### config.mk
export PLATFORM = sky130hd
export DESIGN_NAME = zmtc_queue
export DESIGN_NICKNAME = d
export VERILOG_FILES = /design/src/rtl/zmtc_pkg.sv /design/src/rtl/zmtc_queue.sv
export SDC_FILE = /design/constraint.sdc
export NUM_CORES = 1
export LEC_CHECK = 0
export BUFFER_PORTS_ARGS = -buffer_cell sky130_fd_sc_hd__buf_2
export CAP_MARGIN = 25
export CORE_ASPECT_RATIO = 0.75
export CORE_UTILIZATION = 40
export CTS_CLUSTER_DIAMETER = 200
export DETAILED_ROUTE_END_ITERATION = 7
export PLACE_DENSITY = 0.66
export SYNTH_ARGS = -nofsm -noshare
export SYNTH_HDL_FRONTEND = slang
export SYNTH_SLANG_ARGS = --single-unit
### constraint.sdc
create_clock -name clk_i -period 4.7 [get_ports clk_i]
set_clock_uncertainty 0.15 [all_clocks]
set_input_delay 0.235 -clock clk_i [delete_from_list [all_inputs] [get_ports clk_i]]
set_output_delay 0.235 -clock clk_i [all_outputs]
set_load 0.01 [all_outputs]
### src/rtl/zmtc_pkg.sv
// ----------------------------------------------------------------------------
// zmtc_pkg
// Shared constants, codes and types of the zero-mean template correlator.
// ----------------------------------------------------------------------------
package zmtc_pkg;

  localparam int TR        = 15;
  localparam int TC        = 9;
  localparam int MAX_COLS  = 1024;
  localparam int ROW_LIMIT = 1024;
  localparam int TAPS      = TR * TC;

  localparam int CFG_W   = 11;
  localparam int SUM_W   = 25;
  localparam int POS_W   = 10;
  localparam int TAP_AW  = $clog2(TAPS);
  localparam int RING_W  = $clog2(TR);
  localparam int COL_W   = $clog2(MAX_COLS);
  localparam int CCNT_W  = $clog2(MAX_COLS + 1);
  localparam int RCNT_W  = $clog2(ROW_LIMIT + 1);
  localparam int CJ_W    = $clog2(TC);
  localparam int TOT_W   = $clog2(TAPS * 255 + 1);
  localparam int ACC_W   = $clog2(TAPS * 255 * 255 + 1) + 2;
  localparam int RNG_W   = SUM_W + 1;
  localparam int DIV_W   = RNG_W + 8;
  localparam int DCNT_W  = $clog2(DIV_W + 1);

  localparam int MEAN_SHIFT = 2 * TAP_AW + 8;
  localparam int MUL_W      = MEAN_SHIFT - TAP_AW + 2;
  localparam logic [63:0] MEAN_MUL_L = ((64'd1 << MEAN_SHIFT) + TAPS - 1) / TAPS;
  localparam logic [MUL_W-1:0] MEAN_MUL = MEAN_MUL_L[MUL_W-1:0];

  localparam logic signed [ACC_W-1:0] SUM_MAX = ACC_W'((1 << (SUM_W - 1)) - 1);
  localparam logic signed [ACC_W-1:0] SUM_MIN = -ACC_W'(1 << (SUM_W - 1));

  typedef enum logic [1:0] {
    KIND_TMPL = 2'd0,
    KIND_PIX  = 2'd1,
    KIND_NORM = 2'd2,
    KIND_NONE = 2'd3
  } kind_e;

  typedef enum logic {
    CFG_COLS = 1'b0,
    CFG_ROWS = 1'b1
  } cfg_e;

  typedef enum logic [1:0] {
    OP_LOAD = 2'd0,
    OP_PIX  = 2'd1,
    OP_NORM = 2'd2,
    OP_NOP  = 2'd3
  } op_e;

  typedef struct packed {
    op_e                      op;
    logic [7:0]               pixel;
    logic                     first;
    logic                     last;
    logic [TAP_AW-1:0]        taddr;
    logic [RING_W-1:0]        ring;
    logic [COL_W-1:0]         col;
    logic [POS_W-1:0]         crow;
    logic [POS_W-1:0]         ccol;
    logic                     clear;
    logic                     emit;
    logic signed [SUM_W-1:0]  raw_sum;
  } cmd_t;

endpackage

### src/rtl/zmtc_queue.sv
// ----------------------------------------------------------------------------
// zmtc_queue
// Two-entry command queue between front and back.
// ----------------------------------------------------------------------------
module zmtc_queue import zmtc_pkg::*; (
  input  logic clk_i,
  input  logic rst_ni,
  input  logic push_i,
  input  cmd_t cmd_i,
  input  logic pop_i,
  output cmd_t cmd_o,
  output logic full_o,
  output logic empty_o
);

  cmd_t       mem_q [2];
  logic       wp_q, rp_q;
  logic [1:0] cnt_q;

  assign full_o  = cnt_q == 2'd2;
  assign empty_o = cnt_q == 2'd0;
  assign cmd_o   = mem_q[rp_q];

  always_ff @(posedge clk_i) begin
    if (push_i) mem_q[wp_q] <= cmd_i;
  end

  always_ff @(posedge clk_i or negedge rst_ni) begin
    if (!rst_ni) begin
      wp_q  <= 1'b0;
      rp_q  <= 1'b0;
      cnt_q <= '0;
    end else begin
      if (push_i) wp_q <= ~wp_q;
      if (pop_i)  rp_q <= ~rp_q;
      cnt_q <= cnt_q + {1'b0, push_i} - {1'b0, pop_i};
    end
  end

endmodule

Word-level counts from Yosys, hierarchy flattened --
Memory sizes are Yosys's and may differ from the RTL's. Index checks and enable logic that the tools add are counted.
Word-level totals: ROM bits 0, memory bits (writable) 162, latch bits 0, memories 1, bits of input ports 85, flip-flop bits (word level) 4, word-level logic and storage cells 12
Cells by class: div/mod/pow operators 0, $add $sub $neg 2, shifts and indexed selects 0, multiplexer cells 2, $mul 0, bitwise operators 2, magnitude comparators 0, eq/ne operators 1, reduce and logical (&&, ||, !) cells 1
Memories:
- mem_q | depth 2, width 81, read ports 1, clocked after memory_dff 0, wr ports 1, RTL line zmtc_queue.sv:16 | cmd_t mem_q [2];
Operators with widths (count):
- 2-bit by 1-bit adder with 2-bit output | 1
- 2-bit == test (second input constant) | 1
- 2-bit zero test | 1
- 1-bit 2-to-1 mux | 2
- 1-bit inverter | 2
- 2-bit by 1-bit subtractor with 2-bit output | 1

Longest topological paths before layout --
Gate-level depths: netlist of run 1.
depth in word-level cells 2, mapped depth 5, depth with buffers taken out 5

Least setup slack after synthesis of run 1 --
OpenSTA, ideal clock, no wires.
path kind register to register, start point reg wp_q, end point mem mem_q[0][0] (netlist name), enable pin, stages on the path, launching flop included 2, data required time 4.019 ns, setup time 0.531 ns, arrival 3.994 ns, path slack 0.025 ns, path through dfrtp_1 > nor2b_1
RTL lines:
- start, declared | RTL line zmtc_queue.sv:17 | logic wp_q, rp_q;
- start signal, assigned | RTL line zmtc_queue.sv:34 | if (push_i) wp_q <= ~wp_q;
- end, declared | RTL line zmtc_queue.sv:16
No word-level cell before the write port.

==> flow_metrics.py, run 1 <==
metrics = {
    "sta": {
        "hold_viol_final": 0,
        "holdWs_ns": 0.394,
        "max_freq_ghz": 0.373,
        "min_period_ns": 2.68,
        "rsz0062_at_grt": "false",
        "fin_crit_sh_pct": 57.1,
        "setup_viol": 0,
        "final_max_slew_viol_count": 0,
        "worstMarginPinSlew_ns": 0.904,
        "timing.setup.tns_ns": 0,
        "slew_headroom_pct": 39.7,
    },
    "yosys": {
        "syn_area_per_cell_um2": 24.1,
        "synthTopCellsByArea": "edfxtp_1 (76%), mux2_4 (18%), buf_12 (2.5%), dfrtp_1 (1.6%), ha_1 (0.39%)",
        "synth_top_area_share_pct": 75.5,
        "synth_area_mm2": 0.00644,
        "synth_cells": 267,
        "yosysWarnings": 0,
        "synth_seq_area_share_pct": 77.1,
        "syn-num-nets": 354,
        "ys_ff_latch": 166,
        "ys_types": 13,
        "yosysTopAreaCell": "edfxtp_1",
    },
    "clock_tree": {
        "cts.repair.resized": 0,
        "clockRootBuffer": "clkbuf_16",
        "path_clk_slew_ns": 0.06,
        "cts-buffers-inserted": 17,
        "cts.sink_count": 166,
        "cts_tree": "built",
        "h-tree-depth": 4,
        "cts_hold_buf": 85,
        "post_cts_buffers": 0,
        "clock_latency_ns": 0.41,
        "clock_path_buffers": 2,
    },
    "global_route": {
        "grt_max_degree": 67,
        "track_usage_pct": 15.0,
        "antenna_found_initial": 0,
        "top_usage_layer": "met2",
        "grt_pass1_vias": 3587,
        "grt.overflow.total": 0,
        "grt_first_pass_wirelength_mm": 18.2,
        "grt_use_met3_pct": 5.66,
        "grt_util_met1_pct": 18.5,
        "use_met2_pct": 23.6,
    },
    "setup_path": {
        "cp-start-kind": "register",
        "worstSetupPathType": "register to output pin",
        "crit_arrival_ns": 2.30,
        "critPathCaptureType": "output pin",
        "cp_top_family": "flip-flops",
        "setup.worst_path.start": "rp_q",
        "r2r_start": "wp_q",
        "reg2reg_slack_ns": 2.46,
        "slowest_delay_ns": 0.79,
        "cp_num_buf_inv": 2,
        "crit_fanout": 30,
        "crit_chain": "buf_4, mux2_4, buf_2",
        "rr_endpoint": "mem_q[0][49]",
        "crit_slowest_cell": "dfrtp_4",
        "critPathRequiredTime_ns": 4.32,
        "reg2reg_depth": 2,
    },
    "pwr": {
        "vdd_drop_max_mv": 0.352,
        "power_density_mw_per_mm2": 553,
        "leakage_nw": 3.58,
    },
    "floorplanning": {
        "ios": 168,
        "rows": 39,
        "core-area_mm2": 0.0155,
        "start_util_pct": 41.6,
        "die-height_um": 112,
        "die-area_mm2": 0.0166,
        "die-width_um": 149,
    },
    "detailed_routing": {
        "drt_iter0_markers": 170,
        "vias": 3360,
        "dr.pass1.iters": 4,
        "wl_per_cell_um": 15.9,
        "wirelength_mm": 11.9,
        "drc": 0,
        "viasPerCell": 4.50,
        "ant_nets": 0,
    },
    "placement": {
        "numPortBuffers": 167,
        "dp_hpwl_mm": 7.41,
        "routabilityCongestion": 0.717,
    },
    "run": {
        "drv_cap": 0,
    },
    "final_layout": {
        "nets": 620,
        "drive_gt1_share_pct": 50.7,
        "syn_to_final_growth_pct": 36.3,
        "num_antenna_cells": 0,
    },
    "worst_hold_path": {
        "holdCritStartpoint": "cmd_i[20]",
        "worstHoldEndpoint": "mem_q[0][20]",
        "min_path_type": "input pin to register",
        "min_path_cells": 2,
    },
    "outcome": {
        "status": "finished clean",
    },
}
## through the flow
step | cells | cell area (µm²) | setup slack (ns) | utilization, % | total power, W
2_1_floorplan | 267 | 6440 | 0.0255 | - | 0.00326
3_3_place_gp | 634 | 7410 | 2.48 | 47.9 | 0.00356
3_5_place_dp | 634 | 7410 | 2.43 | 47.9 | 0.00360
4_1_cts | 747 | 8780 | 1.98 | 56.7 | 0.00491
5_1_grt | 747 | 8780 | 1.91 | 56.7 | 0.00509
6_report | 747 | 8780 | 2.02 | 56.7 | 0.00485
## how the worst max path moves through the flow
stage / slack, ns / to / depth (start not counted)
CTS: 1.98 / cmd_o[38] / 3
finish: 2.02 / cmd_o[38] / 3
floorplan: 0.03 / mem_q[0][0] / 1
detailed placement: 2.43 / mem_q[0][37] / 2
global placement: 2.48 / mem_q[0][53] / 2
global route: 1.91 / cmd_o[36] / 3
## cell usage after synthesis
library cell / n
edfxtp_1: 162
mux2_4: 79
buf_12: 8
dfrtp_1: 4
ha_1: 2
inv_1: 2
mux2_2: 2
nor2b_1: 2
xor2_1: 2
and2_1: 1
buf_6: 1
nor2_1: 1
xor3_1: 1
## worst reg2reg max path, delay by kind of cell, from the launching register on
family	cells	cell delay, ns
buffers and inverters	1	0.78
and+or+nand+nor	1	0.44
DFF	1	0.43
## flip-flops by register name, summed over array words and instances, names as in the netlist
register and cells:
wp_q 1, mem_q 162, cnt_q 2, rp_q 1
## cells by family (layout without fill, tap and decap cells)
family	Yosys count	count (layout)	synth area share, %
buf+inv	11	286	2.78
simple gates	4	4	0.350
fa+ha+maj	2	2	0.388
flops	166	166	77.1
mux	81	81	18.8
xor+xnor	3	3	0.641
## report_power, final
part	leakage [nW]	switching, W	internal, W	total (W)
combinational	1.76	0.000676	0.000807	0.00148
clock	0.254	0.000498	0.000754	0.00125
sequential	1.57	0.000147	0.00197	0.00212
## cells in the final DEF (no fill, tap or decap)
master and n:
buf_4 4, nor2b_1 1, dlygate4sd3_1 85, clkinv_2 1
and2_4 1, ha_1 2, clkbuf_16 17, clkbuf_1 1
buf_2 167, xor2_1 2, mux2_2 2, edfxtp_1 162
nor2_1 1, dfrtp_1 3, bufinv_16 2, mux2_4 79
nor2b_4 1, clkinv_1 7, xor3_1 1, dfrtp_4 1
inv_1 2
## per-layer routing
layer	share of wire (%)	vias up
met1	44	1631
met2	47	128
met4	1.4	0
li1	-	1587
met5	0	-
met3	7.5	14
## final cells by class
cell class / count / area (µm²)
Inverter: 2 / 7.51
Fill cell: 1193 / 6690
Clock buffer: 18 / 429
Tap cell: 205 / 256
Multi-Input combinational cell: 90 / 1310
Timing Repair Buffer: 256 / 1720
Clock inverter: 10 / 91.3
Sequential cell: 166 / 4970
Note: power is estimated with default switching activity, not from simulation.
==> run 2: changes to the inputs <==
- PLACE_DENSITY: 0.66 -> not set
- clock period: 4.7 -> 2.55 ns (I/O delays scaled with it)
==> flow_metrics.py, run 2 (same netlist as run 1, synthesis figures left out) <==
metrics = {
    "outcome": {
        "status": "finished clean",
    },
    "final_layout": {
        "largest_register_ffs": 162,
        "fin_area_mm2": 0.00888,
        "final_cell_mix": "buf_2 (167), edfxtp_1 (162), dlygate4sd3_1 (85)",
        "mostFrequentLayoutCell": "buf_2",
        "syn_to_final_growth_pct": 37.9,
        "drive_gt1_share_pct": 51.9,
        "nets": 623,
        "top_regs": "mem_q (162), cnt_q (2)",
        "num_antenna_cells": 0,
        "regMostFlops": "mem_q",
    },
    "setup_path": {
        "crit_arrival_ns": 1.89,
        "worstSetupPathType": "register to output pin",
        "cp-start-kind": "register",
        "critPathRequiredTime_ns": 2.27,
        "critPathCaptureType": "output pin",
        "crit_fanout": 36,
    },
    "clock_tree": {
        "cts_hold_buf": 85,
        "path_clk_slew_ns": 0.06,
        "cts.sink_count": 166,
        "clock_latency_ns": 0.41,
        "cts-buffers-inserted": 17,
        "cts_tree": "built",
        "h-tree-depth": 4,
        "clock_path_buffers": 2,
        "post_cts_buffers": 0,
        "cts.repair.resized": 0,
        "clockRootBuffer": "clkbuf_16",
    },
    "global_route": {
        "grt_first_pass_wirelength_mm": 18.3,
        "antenna_found_initial": 0,
        "grt_max_degree": 47,
        "track_usage_pct": 15.1,
        "grt.overflow.total": 0,
        "grt_pass1_vias": 3559,
    },
    "sta": {
        "setup_viol": 0,
        "fin_crit_sh_pct": 84.8,
        "max_freq_ghz": 0.462,
        "final_max_slew_viol_count": 0,
        "timing.setup.tns_ns": 0,
        "min_period_ns": 2.16,
        "hold_viol_final": 0,
        "worstMarginPinSlew_ns": 0.653,
        "rsz0062_at_grt": "false",
        "slew_headroom_pct": 56.5,
    },
    "pwr": {
        "leakage_nw": 3.62,
        "power_density_mw_per_mm2": 1030,
        "vdd_drop_max_mv": 0.672,
    },
    "floorplanning": {
        "start_util_pct": 41.6,
        "die-height_um": 112,
        "ios": 168,
        "core-area_mm2": 0.0155,
        "die-width_um": 149,
        "die-area_mm2": 0.0166,
        "rows": 39,
    },
    "detailed_routing": {
        "dr.pass1.iters": 4,
        "drt_iter0_markers": 144,
        "viasPerCell": 4.42,
        "vias": 3332,
        "wirelength_mm": 12.0,
        "drc": 0,
        "wl_per_cell_um": 15.9,
        "ant_nets": 0,
    },
    "placement": {
        "numPortBuffers": 167,
        "place_area_mm2": 0.00747,
        "routabilityCongestion": 0.685,
        "dp_hpwl_mm": 7.48,
    },
    "run": {
        "drv_cap": 0,
    },
    "worst_hold_path": {
        "min_path_type": "input pin to register",
    },
}
[run 2: cell types whose count changed in the layout (fill, tap and decap cells not counted), sizes merged]
cell | previous run | this run
clkinv | 8 | 6
inv | 2 | 3
buf | 171 | 174
clkbuf | 18 | 20
clkinvlp | 0 | 3
[run 2: final timing paths]
kind                           endpoint  startpoint  slack (ns)  cells after the start
max                           cmd_o[49]        rp_q        0.39                      3
min                        mem_q[0][19]   cmd_i[19]        0.28                      2
max reg2reg                mem_q[0][37]        wp_q        0.91                      2
min reg2reg                        wp_q        wp_q        0.39                      1
max in group asynchronous          rp_q      rst_ni        1.57                      3
min in group asynchronous          rp_q      rst_ni        0.48                      3
[run 2: per-layer routing]
metal	share of wire, %	vias up	track usage, %
met4	1.5	0	6.80
li1	-	1600	-
met3	8.0	11	6.07
met2	47	115	23.2
met5	0	-	0
met1	43	1606	18.7
[run 2: power by group]
part / leakage, nW / total [W] / switching, W / internal, W
Clock: 0.266 / 0.00245 / 0.00101 / 0.00144
Combinational: 1.78 / 0.00290 / 0.00134 / 0.00155
Sequential: 1.57 / 0.00383 / 0.000206 / 0.00363
Total: 3.62 / 0.00918 / 0.00256 / 0.00662
[run 2: per-stage QoR]
step | std cells | setup slack [ns] | util (%) | total power [W] | hold WS (ns)
3_5_place_dp | 637 | 0.816 | 48.3 | 0.00673 | -0.206
4_1_cts | 754 | 0.358 | 57.4 | 0.00928 | 0.254
2_1_floorplan | 267 | 0.351 | - | 0.00598 | -0.318
6_report | 754 | 0.387 | 57.4 | 0.00918 | 0.280
5_1_grt | 754 | 0.307 | 57.4 | 0.00960 | 0.264
3_3_place_gp | 637 | 0.814 | 48.3 | 0.00669 | -0.210
[run 2: worst max-delay path: stages, from the launching register on]
cell     delay [ns]
dfrtp_4        0.63
buf_12         0.31
mux2_4         0.34
buf_2          0.14
[run 2: final cells by class]
type,count,area (µm²)
Clock buffer,20,437
Clock inverter,12,130
Fill cell,1188,6590
Inverter,2,7.51
Multi-Input combinational cell,90,1310
Sequential cell,166,4970
Tap cell,205,256
Timing Repair Buffer,259,1780
