**config.mk**
```make
export PLATFORM = sky130hd
export DESIGN_NAME = zmtc_front
export DESIGN_NICKNAME = d
export VERILOG_FILES = /design/src/rtl/zmtc_pkg.sv /design/src/rtl/zmtc_front.sv
export SDC_FILE = /design/constraint.sdc
export NUM_CORES = 1
export LEC_CHECK = 0
export BUFFER_PORTS_ARGS = -buffer_cell sky130_fd_sc_hd__buf_2
export CORE_MARGIN = 1.5
export CORE_UTILIZATION = 54
export DETAILED_ROUTE_END_ITERATION = 7
export PLACE_DENSITY = 0.82
export SYNTH_ARGS = -nofsm -noshare
export SYNTH_HDL_FRONTEND = slang
export SYNTH_SLANG_ARGS = --single-unit
```
**constraint.sdc**
```tcl
create_clock -name clk_i -period 6.7 [get_ports clk_i]
set_input_delay 1.34 -clock clk_i [delete_from_list [all_inputs] [get_ports clk_i]]
set_output_delay 1.34 -clock clk_i [all_outputs]
set_load 0.005 [all_outputs]
```
**src/rtl/zmtc_pkg.sv**
```systemverilog
// ----------------------------------------------------------------------------
// zmtc_pkg
// Shared constants, codes and types of the zero-mean template correlator.
// ----------------------------------------------------------------------------
package zmtc_pkg;

  localparam int TR        = 15;
  localparam int TC        = 9;
  localparam int MAX_COLS  = 1024;
  localparam int ROW_LIMIT = 1024;
  localparam int TAPS      = TR * TC;

  localparam int CFG_W   = 11;
  localparam int SUM_W   = 25;
  localparam int POS_W   = 10;
  localparam int TAP_AW  = $clog2(TAPS);
  localparam int RING_W  = $clog2(TR);
  localparam int COL_W   = $clog2(MAX_COLS);
  localparam int CCNT_W  = $clog2(MAX_COLS + 1);
  localparam int RCNT_W  = $clog2(ROW_LIMIT + 1);
  localparam int CJ_W    = $clog2(TC);
  localparam int TOT_W   = $clog2(TAPS * 255 + 1);
  localparam int ACC_W   = $clog2(TAPS * 255 * 255 + 1) + 2;
  localparam int RNG_W   = SUM_W + 1;
  localparam int DIV_W   = RNG_W + 8;
  localparam int DCNT_W  = $clog2(DIV_W + 1);

  localparam int MEAN_SHIFT = 2 * TAP_AW + 8;
  localparam int MUL_W      = MEAN_SHIFT - TAP_AW + 2;
  localparam logic [63:0] MEAN_MUL_L = ((64'd1 << MEAN_SHIFT) + TAPS - 1) / TAPS;
  localparam logic [MUL_W-1:0] MEAN_MUL = MEAN_MUL_L[MUL_W-1:0];

  localparam logic signed [ACC_W-1:0] SUM_MAX = ACC_W'((1 << (SUM_W - 1)) - 1);
  localparam logic signed [ACC_W-1:0] SUM_MIN = -ACC_W'(1 << (SUM_W - 1));

  typedef enum logic [1:0] {
    KIND_TMPL = 2'd0,
    KIND_PIX  = 2'd1,
    KIND_NORM = 2'd2,
    KIND_NONE = 2'd3
  } kind_e;

  typedef enum logic {
    CFG_COLS = 1'b0,
    CFG_ROWS = 1'b1
  } cfg_e;

  typedef enum logic [1:0] {
    OP_LOAD = 2'd0,
    OP_PIX  = 2'd1,
    OP_NORM = 2'd2,
    OP_NOP  = 2'd3
  } op_e;

  typedef struct packed {
    op_e                      op;
    logic [7:0]               pixel;
    logic                     first;
    logic                     last;
    logic [TAP_AW-1:0]        taddr;
    logic [RING_W-1:0]        ring;
    logic [COL_W-1:0]         col;
    logic [POS_W-1:0]         crow;
    logic [POS_W-1:0]         ccol;
    logic                     clear;
    logic                     emit;
    logic signed [SUM_W-1:0]  raw_sum;
  } cmd_t;

endpackage

```
**src/rtl/zmtc_front.sv**
```systemverilog
// ----------------------------------------------------------------------------
// zmtc_front
// Accept items, track template and image position, issue commands.
// ----------------------------------------------------------------------------
module zmtc_front import zmtc_pkg::*; (
  input  logic                    clk_i,
  input  logic                    rst_ni,
  input  logic                    cfg_we_i,
  input  logic                    cfg_idx_i,
  input  logic [CFG_W-1:0]        cfg_data_i,
  input  logic                    in_valid_i,
  output logic                    in_stall_o,
  input  logic [1:0]              kind_i,
  input  logic [7:0]              pixel_i,
  input  logic signed [SUM_W-1:0] raw_sum_i,
  input  logic                    frame_start_i,
  input  logic                    q_full_i,
  output logic                    push_o,
  output cmd_t                    cmd_o
);

  localparam int CMP_W = (CFG_W > RCNT_W) ? ((CFG_W > CCNT_W) ? CFG_W : CCNT_W)
                                          : ((RCNT_W > CCNT_W) ? RCNT_W : CCNT_W);

  logic [CFG_W-1:0]  cols_cfg_q, rows_cfg_q;
  logic [CMP_W-1:0]  cols, rows;
  logic [TAP_AW:0]   tcnt_q, tcnt_d;
  logic [CCNT_W-1:0] col_q, col_d;
  logic [RCNT_W-1:0] row_q, row_d;
  logic [RING_W-1:0] ring_q, ring_d;
  logic [CCNT_W-1:0] c;
  logic [RCNT_W-1:0] r;
  logic [RING_W-1:0] rg;
  logic [TAP_AW:0]   tc;
  logic              accept;

  always_comb begin
    if (cols_cfg_q == '0) cols = CMP_W'(1);
    else if (CMP_W'(cols_cfg_q) > CMP_W'(MAX_COLS)) cols = CMP_W'(MAX_COLS);
    else cols = CMP_W'(cols_cfg_q);
    if (rows_cfg_q == '0) rows = CMP_W'(1);
    else if (CMP_W'(rows_cfg_q) > CMP_W'(ROW_LIMIT)) rows = CMP_W'(ROW_LIMIT);
    else rows = CMP_W'(rows_cfg_q);
  end

  assign in_stall_o = q_full_i;
  assign accept     = in_valid_i && !q_full_i;

  always_comb begin
    tcnt_d = tcnt_q;
    col_d  = col_q;
    row_d  = row_q;
    ring_d = ring_q;
    push_o = 1'b0;
    cmd_o  = '0;
    cmd_o.op      = OP_NOP;
    cmd_o.pixel   = pixel_i;
    cmd_o.raw_sum = raw_sum_i;
    tc = frame_start_i ? '0 : tcnt_q;
    c  = frame_start_i ? '0 : col_q;
    r  = frame_start_i ? '0 : row_q;
    rg = frame_start_i ? '0 : ring_q;
    if (accept) begin
      unique case (kind_e'(kind_i))
        KIND_TMPL: begin
          tcnt_d = tc;
          if (tc < (TAP_AW+1)'(TAPS)) begin
            push_o       = 1'b1;
            cmd_o.op     = OP_LOAD;
            cmd_o.first  = frame_start_i;
            cmd_o.last   = (tc == (TAP_AW+1)'(TAPS - 1));
            cmd_o.taddr  = tc[TAP_AW-1:0];
            tcnt_d       = tc + 1'b1;
          end
        end
        KIND_PIX: begin
          col_d  = c;
          row_d  = r;
          ring_d = rg;
          if (CMP_W'(r) < rows) begin
            if (CMP_W'(c) >= cols) c = '0;
            push_o      = 1'b1;
            cmd_o.op    = OP_PIX;
            cmd_o.ring  = rg;
            cmd_o.col   = c[COL_W-1:0];
            cmd_o.crow  = POS_W'(r - RCNT_W'(TR / 2));
            cmd_o.ccol  = POS_W'(c - CCNT_W'(TC / 2));
            cmd_o.clear = frame_start_i;
            cmd_o.emit  = (r >= RCNT_W'(TR - 1)) && (c >= CCNT_W'(TC - 1));
            if (CMP_W'(c + 1'b1) >= cols) begin
              col_d  = '0;
              row_d  = r + 1'b1;
              ring_d = (rg == RING_W'(TR - 1)) ? '0 : rg + 1'b1;
            end else begin
              col_d = c + 1'b1;
            end
          end
        end
        KIND_NORM: begin
          push_o   = 1'b1;
          cmd_o.op = OP_NORM;
        end
        default: ;
      endcase
    end
  end

  always_ff @(posedge clk_i or negedge rst_ni) begin
    if (!rst_ni) begin
      cols_cfg_q <= CFG_W'(512);
      rows_cfg_q <= CFG_W'(512);
      tcnt_q     <= '0;
      col_q      <= '0;
      row_q      <= '0;
      ring_q     <= '0;
    end else begin
      if (cfg_we_i) begin
        unique case (cfg_e'(cfg_idx_i))
          CFG_COLS: cols_cfg_q <= cfg_data_i;
          CFG_ROWS: rows_cfg_q <= cfg_data_i;
          default:  ;
        endcase
      end
      tcnt_q <= tcnt_d;
      col_q  <= col_d;
      row_q  <= row_d;
      ring_q <= ring_d;
    end
  end

endmodule

```
Word-level counts from Yosys, hierarchy flattened --
Cells that the tools add are included.
Storage, ports and cells: flip-flop bits (word level) 57, output and inout port bits 83, input port bits 53
Cells by class: equality and inequality tests 4, mux-type cells 33, order comparisons 8, bitwise operators 1, reductions and logical operators 10, add/subtract/negate cells 6
Operators with widths (count):
- $mux 11 | 14
- $mux 36 | 2
- $mux 46 | 1
- $add 11x1->11 const B | 2
- $ge 11x11->1 | 2
- $ge 11x4->1 const B | 2
- $gt 11x11->1 const B | 2
- $logic_not 11->1 | 2
- $mux 10 | 2
- $sub 10x3->10 const B | 2
- $mux 9 | 2
- $mux 4 | 4
- $lt 11x11->1 | 1
- $add 9x1->9 const B | 1
- $eq 9x8->1 const B | 1
- $lt 9x8->1 const B | 1
- $reduce_and 2->1 | 4
- $mux 2 | 3
- $pmux 2 s3 | 1
- $add 4x1->4 const B | 1
- $eq 4x4->1 const B | 1
- $mux 1 | 3
- $pmux 1 s3 | 1
- $eq 2x1->1 const B | 1
- other kinds (5) | 6

Logic depth before layout (Yosys ltp) --
depth after elaboration 13, mapped depth 24, mapped depth without buffers 22

Worst setup path after synthesis --
OpenSTA, ideal clock, no wires.
path kind in2reg, start input frame_start_i, end register col_q[5], data arrival time 5.840 ns, path slack 0.778 ns, required time 6.618 ns, buffers on the path 4, setup time 0.082 ns, stages on the path 24, cell sequence buf_4 > buf_2 > buf_2 > nor2b_1 > ha_1 > nand2_1 > nor2_1 > a21o_1 > a211oi_1 > nand2_1 > inv_1 > ha_1 > nand3_1 > or3_1 > xor2_1 > nor2_1 > ha_1 > a2111oi_0 > o21ai_0 > a21oi_1 > a21bo_2 > buf_2 > nand3_1 > o22ai_1
Between the ends: cells in the longest elaborated chain, start to end 10
Ends and longest elaborated chain:
- start: declaration | line zmtc_front.sv:16 | input logic frame_start_i,
- $mux 11 | line zmtc_front.sv:60 | c = frame_start_i ? '0 : col_q;
- $ge 11x11->1 | line zmtc_front.sv:81 | if (CMP_W'(c) >= cols) c = '0;
- $mux 11 | line zmtc_front.sv:81
- $mux 11 | line zmtc_front.sv:80 | if (CMP_W'(r) < rows) begin
- $mux 11 | line zmtc_front.sv:64 | unique case (kind_e'(kind_i))
- $mux 11 | line zmtc_front.sv:63 | if (accept) begin
- $add 11x1->11 | line zmtc_front.sv:90, zmtc_front.sv:95
- $ge 11x11->1 | line zmtc_front.sv:90 | if (CMP_W'(c + 1'b1) >= cols) begin
- $mux 11 | line zmtc_front.sv:90
- $mux 11 (*) | line zmtc_front.sv:80
- end signal: assignment | line zmtc_front.sv:125 | col_q <= col_d;
- end: declaration | line zmtc_front.sv:28 | logic [CCNT_W-1:0] col_q, col_d;
Mark *: on every way between the ends. The rest lies on a longest branch, timed or not. The select of a mux whose other input is x is not followed. A chain may end at the register's enable or synchronous reset.

Worst setup path in the final report --
start input frame_start_i, end register row_q[10]
Between the ends: cells in the longest elaborated chain, start to end 10
Ends and longest elaborated chain:
- $mux 11 | line zmtc_front.sv:60
- $ge 11x11->1 | line zmtc_front.sv:81
- $mux 11 | line zmtc_front.sv:81
- $mux 11 | line zmtc_front.sv:80
- $mux 11 | line zmtc_front.sv:64
- $mux 11 | line zmtc_front.sv:63
- $add 11x1->11 | line zmtc_front.sv:90
- $ge 11x11->1 | line zmtc_front.sv:90
- $mux 11 | line zmtc_front.sv:90
- $mux 11 (*) | line zmtc_front.sv:80
- end signal: assignment | line zmtc_front.sv:126 | row_q <= row_d;
- end: declaration | line zmtc_front.sv:29 | logic [RCNT_W-1:0] row_q, row_d;
Marked as above.

==> impl_metrics.xml <==
<?xml version="1.0" encoding="UTF-8"?>
<metrics>
  <group name="run_status">
    <metric name="run_status" unit="">complete, no violations</metric>
  </group>
  <group name="yosys">
    <metric name="syn-mean-instance-area" unit="um^2">8.29</metric>
    <metric name="post-synth-top-area-fraction" unit="">0.275</metric>
    <metric name="muxShareOfSynthArea" unit="">0.0492</metric>
    <metric name="yosysMostFrequentCell" unit="">sky130_fd_sc_hd__nand2_1</metric>
    <metric name="yosys_register_bits" unit="">57</metric>
    <metric name="synth.distinct_cells" unit="">71</metric>
    <metric name="post_synth_inst_count" unit="">604</metric>
    <metric name="netlist_top_cells_area" unit="">sky130_fd_sc_hd__dfrtp_1, sky130_fd_sc_hd__ha_1, sky130_fd_sc_hd__buf_4</metric>
    <metric name="synth_async_sr_flop_share" unit="">1.00</metric>
    <metric name="synth_fp_nets" unit="">699</metric>
    <metric name="synth_enable_flop_cells" unit="">0</metric>
    <metric name="synth_compound_gate_area_share" unit="">0.160</metric>
    <metric name="synth_xor_area_frac" unit="">0.0455</metric>
    <metric name="ys.flop_type" unit="">sky130_fd_sc_hd__dfrtp_1</metric>
    <metric name="yosysSeqAreaShare" unit="">0.285</metric>
    <metric name="ys_top_cells_by_count" unit="">sky130_fd_sc_hd__nand2_1, sky130_fd_sc_hd__dfrtp_1, sky130_fd_sc_hd__nor2_1</metric>
    <metric name="yosysTopAreaCell" unit="">sky130_fd_sc_hd__dfrtp_1</metric>
    <metric name="synth-adder-area-share" unit="">0.105</metric>
    <metric name="netlist_area" unit="um^2">5010</metric>
    <metric name="synth_top_family_by_area" unit="">simple AND/OR/NAND/NOR gates</metric>
    <metric name="synthSimpleGateAreaFrac" unit="">0.254</metric>
    <metric name="yosys_warnings" unit="">0</metric>
  </group>
  <group name="drt">
    <metric name="route.detailed.drc" unit="">0</metric>
    <metric name="routed_wl" unit="mm">13.9</metric>
    <metric name="detailedRoute.firstIterationViolations" unit="">379</metric>
    <metric name="num_vias" unit="">4818</metric>
    <metric name="drtAntennaViolNets" unit="">0</metric>
    <metric name="avgRoutedWirePerCell" unit="um">18.6</metric>
    <metric name="drt_pass1_iterations" unit="">5</metric>
    <metric name="drt-vias-per-instance" unit="">6.43</metric>
  </group>
  <group name="job">
    <metric name="max_cap_violations" unit="">0</metric>
  </group>
  <group name="clock_tree">
    <metric name="cts.repair.resized" unit="">0</metric>
    <metric name="cts.root.buffer_cell" unit="">sky130_fd_sc_hd__clkbuf_8</metric>
    <metric name="clkLatencyLatePin" unit="ns">0.34</metric>
    <metric name="cts_num_sinks" unit="">57</metric>
    <metric name="hold_buffers_post_cts" unit="">0</metric>
    <metric name="cts-root-to-sink-buffers" unit="">2</metric>
    <metric name="htree_levels" unit="">3</metric>
    <metric name="clkSlewWorstSetupHoldPaths" unit="ns">0.08</metric>
    <metric name="post-cts-setup-buffers" unit="">0</metric>
    <metric name="cts_inserted_buffers" unit="">9</metric>
    <metric name="cts_tree" unit="">built</metric>
  </group>
  <group name="power_and_ir_drop">
    <metric name="power_density" unit="nW/um^2">196</metric>
    <metric name="irDropWorstVdd" unit="mV">0.192</metric>
    <metric name="leakagePower" unit="nW">2.59</metric>
    <metric name="fin_total_pwr" unit="W">0.00106</metric>
  </group>
  <group name="cells_and_area">
    <metric name="flow.area_growth_from_synthesis" unit="%">7.72</metric>
    <metric name="fin_nets" unit="">731</metric>
    <metric name="final_cell_area" unit="um^2">5390</metric>
    <metric name="drive_above_1_share" unit="">0.226</metric>
    <metric name="insertedDiodeCount" unit="">0</metric>
  </group>
  <group name="place">
    <metric name="placed_area" unit="um^2">5190</metric>
    <metric name="port_buffers" unit="">69</metric>
    <metric name="finalWeightedCongestion" unit="">1.01</metric>
    <metric name="dp_hpwl" unit="mm">10.5</metric>
  </group>
  <group name="sta">
    <metric name="timing_hold_violations_final" unit="">0</metric>
    <metric name="finalSetupTns" unit="ns">0</metric>
    <metric name="rsz0062_at_grt" unit="">false</metric>
    <metric name="min_period_over_period" unit="">0.915</metric>
    <metric name="final_max_slew_viol_count" unit="">0</metric>
    <metric name="max_slew_margin" unit="">0.345</metric>
    <metric name="tightestPinTransition" unit="ns">0.983</metric>
    <metric name="finalCriticalPeriod" unit="ns">6.13</metric>
    <metric name="final-setup-viol-count" unit="">0</metric>
    <metric name="final.hold.worst_slack" unit="ns">0.516</metric>
    <metric name="fmaxAchievable" unit="GHz">0.163</metric>
    <metric name="fin_clk_skew" unit="ns">0.0135</metric>
  </group>
  <group name="grt">
    <metric name="first_global_vias" unit="">4499</metric>
    <metric name="antenna_found_initial" unit="">0</metric>
    <metric name="first_pass_grt_wire_length" unit="mm">22.4</metric>
    <metric name="pin_count_of_the_biggest_net_entering_global_routing" unit="">58</metric>
    <metric name="global_route.overflow_total" unit="">0</metric>
    <metric name="grt_util_all_layers" unit="">0.285</metric>
  </group>
  <group name="floorplanning">
    <metric name="standard_cell_row_count" unit="">34</metric>
    <metric name="fp.dieH" unit="um">99.3</metric>
    <metric name="die_w" unit="um">99.3</metric>
    <metric name="die_area" unit="um^2">9860</metric>
    <metric name="io_pins" unit="">136</metric>
    <metric name="fp.coreArea" unit="um^2">8850</metric>
    <metric name="start_util" unit="">0.566</metric>
  </group>
  <group name="worst_setup_path">
    <metric name="timing.rr.start" unit="">cols_cfg_q[6]</metric>
    <metric name="critical_path.startpoint_type" unit="">input pin</metric>
    <metric name="reg2reg_slack" unit="ns">1.14</metric>
    <metric name="endpoint_kind" unit="">flop</metric>
    <metric name="worst_setup_path_startpoint" unit="">frame_start_i</metric>
    <metric name="worstPathArrival" unit="ns">6.36</metric>
    <metric name="setup.worst_path.end" unit="">row_q[10]</metric>
    <metric name="worst-r2r-cell-count" unit="">22</metric>
    <metric name="path_class" unit="">input pin to flop</metric>
    <metric name="r2r_end" unit="">row_q[10]</metric>
    <metric name="cp.required" unit="ns">6.93</metric>
    <metric name="worstPathMaxFanout" unit="">15</metric>
  </group>
  <group name="worst_hold_path">
    <metric name="hold-path-cell-count" unit="">1</metric>
    <metric name="class_of_the_most_critical_hold_timing_path" unit="">flop to flop</metric>
  </group>
</metrics>
[final cells by class]
type | count | area [um^2]
Tap cell | 108 | 135
Fill cell | 761 | 3450
Clock buffer | 10 | 138
Timing Repair Buffer | 82 | 443
Multi-Input combinational cell | 456 | 3070
Clock inverter | 6 | 66.3
Inverter | 30 | 113
Sequential cell | 57 | 1430
[power by group]
group	internal, W	total (W)	switching (W)
sequential	0.000383	0.000423	0.0000399
clock	0.000182	0.000337	0.000155
combinational	0.000122	0.000299	0.000177
[layer usage]
layer / vias up / GRT usage / part of all wire / routed length (um)
met5: - / 0 / 0 / 0
met4: 0 / 0.117 / 0.035 / 494
met3: 80 / 0.0506 / 0.090 / 1250
met2: 296 / 0.464 / 0.47 / 6560
met1: 2273 / 0.375 / 0.40 / 5630
li1: 2169 / - / - / -
[cells in the final DEF (no fill, tap or decap), types with 17 or more instances in the layout]
cell,n
sky130_fd_sc_hd__a21oi_1,29
sky130_fd_sc_hd__buf_2,69
sky130_fd_sc_hd__dfrtp_1,55
sky130_fd_sc_hd__ha_1,42
sky130_fd_sc_hd__inv_1,26
sky130_fd_sc_hd__mux2_2,21
sky130_fd_sc_hd__nand2_1,70
sky130_fd_sc_hd__nand3_1,19
sky130_fd_sc_hd__nor2_1,52
sky130_fd_sc_hd__nor2b_1,17
sky130_fd_sc_hd__nor3_1,18
sky130_fd_sc_hd__o21ai_0,18
sky130_fd_sc_hd__xnor2_1,18
[kinds of logic (layout without fill, tap and decap cells)]
logic type	after synthesis	after routing
simple gates	251	251
compound gates	115	115
buf+inv	91	128
flops	57	57
fa+ha+maj	42	42
xor+xnor	26	26
mux	22	22
[worst min path at each step]
stage               slack (ns)        end      start
floorplan                 0.46  col_q[10]  col_q[10]
global placement          0.50  tcnt_q[0]  tcnt_q[0]
detailed placement        0.49  col_q[10]  col_q[10]
CTS                       0.51  col_q[10]  col_q[10]
global route              0.55  col_q[10]  col_q[10]
finish                    0.52  col_q[10]  col_q[10]
[state kept, by name (all words and copies together) (netlist names)]
name	flops
col_q	11
cols_cfg_q	11
ring_q	4
row_q	11
rows_cfg_q	11
tcnt_q	9
[critical path: stages]
cell	delay [ns]
sky130_fd_sc_hd__buf_2	0.26
sky130_fd_sc_hd__inv_2	0.11
sky130_fd_sc_hd__nand2_1	0.13
sky130_fd_sc_hd__inv_1	0.12
sky130_fd_sc_hd__ha_1	0.32
sky130_fd_sc_hd__and2_1	0.20
sky130_fd_sc_hd__a221o_1	0.34
sky130_fd_sc_hd__a211oi_1	0.25
sky130_fd_sc_hd__nand2_1	0.17
sky130_fd_sc_hd__inv_1	0.12
sky130_fd_sc_hd__ha_1	0.19
sky130_fd_sc_hd__nand3_1	0.16
sky130_fd_sc_hd__or3_1	0.42
sky130_fd_sc_hd__xor2_1	0.15
sky130_fd_sc_hd__nor2_1	0.14
sky130_fd_sc_hd__ha_1	0.27
sky130_fd_sc_hd__a2111oi_0	0.41
sky130_fd_sc_hd__o21ai_0	0.15
sky130_fd_sc_hd__a21oi_1	0.33
sky130_fd_sc_hd__a21bo_2	0.40
sky130_fd_sc_hd__nor3_1	0.09
sky130_fd_sc_hd__a221o_1	0.29
[stage by stage]
| stage | utilization | worst slack [ns] | instances |
|---|---|---|---|
| 2_1_floorplan | - | 0.778 | 604 |
| 3_3_place_gp | 0.587 | 0.627 | 733 |
| 3_5_place_dp | 0.587 | 0.324 | 733 |
| 4_1_cts | 0.610 | 0.684 | 749 |
| 5_1_grt | 0.610 | 0.289 | 749 |
| 6_report | 0.610 | 0.570 | 749 |
(Power assumes the default switching activity.)
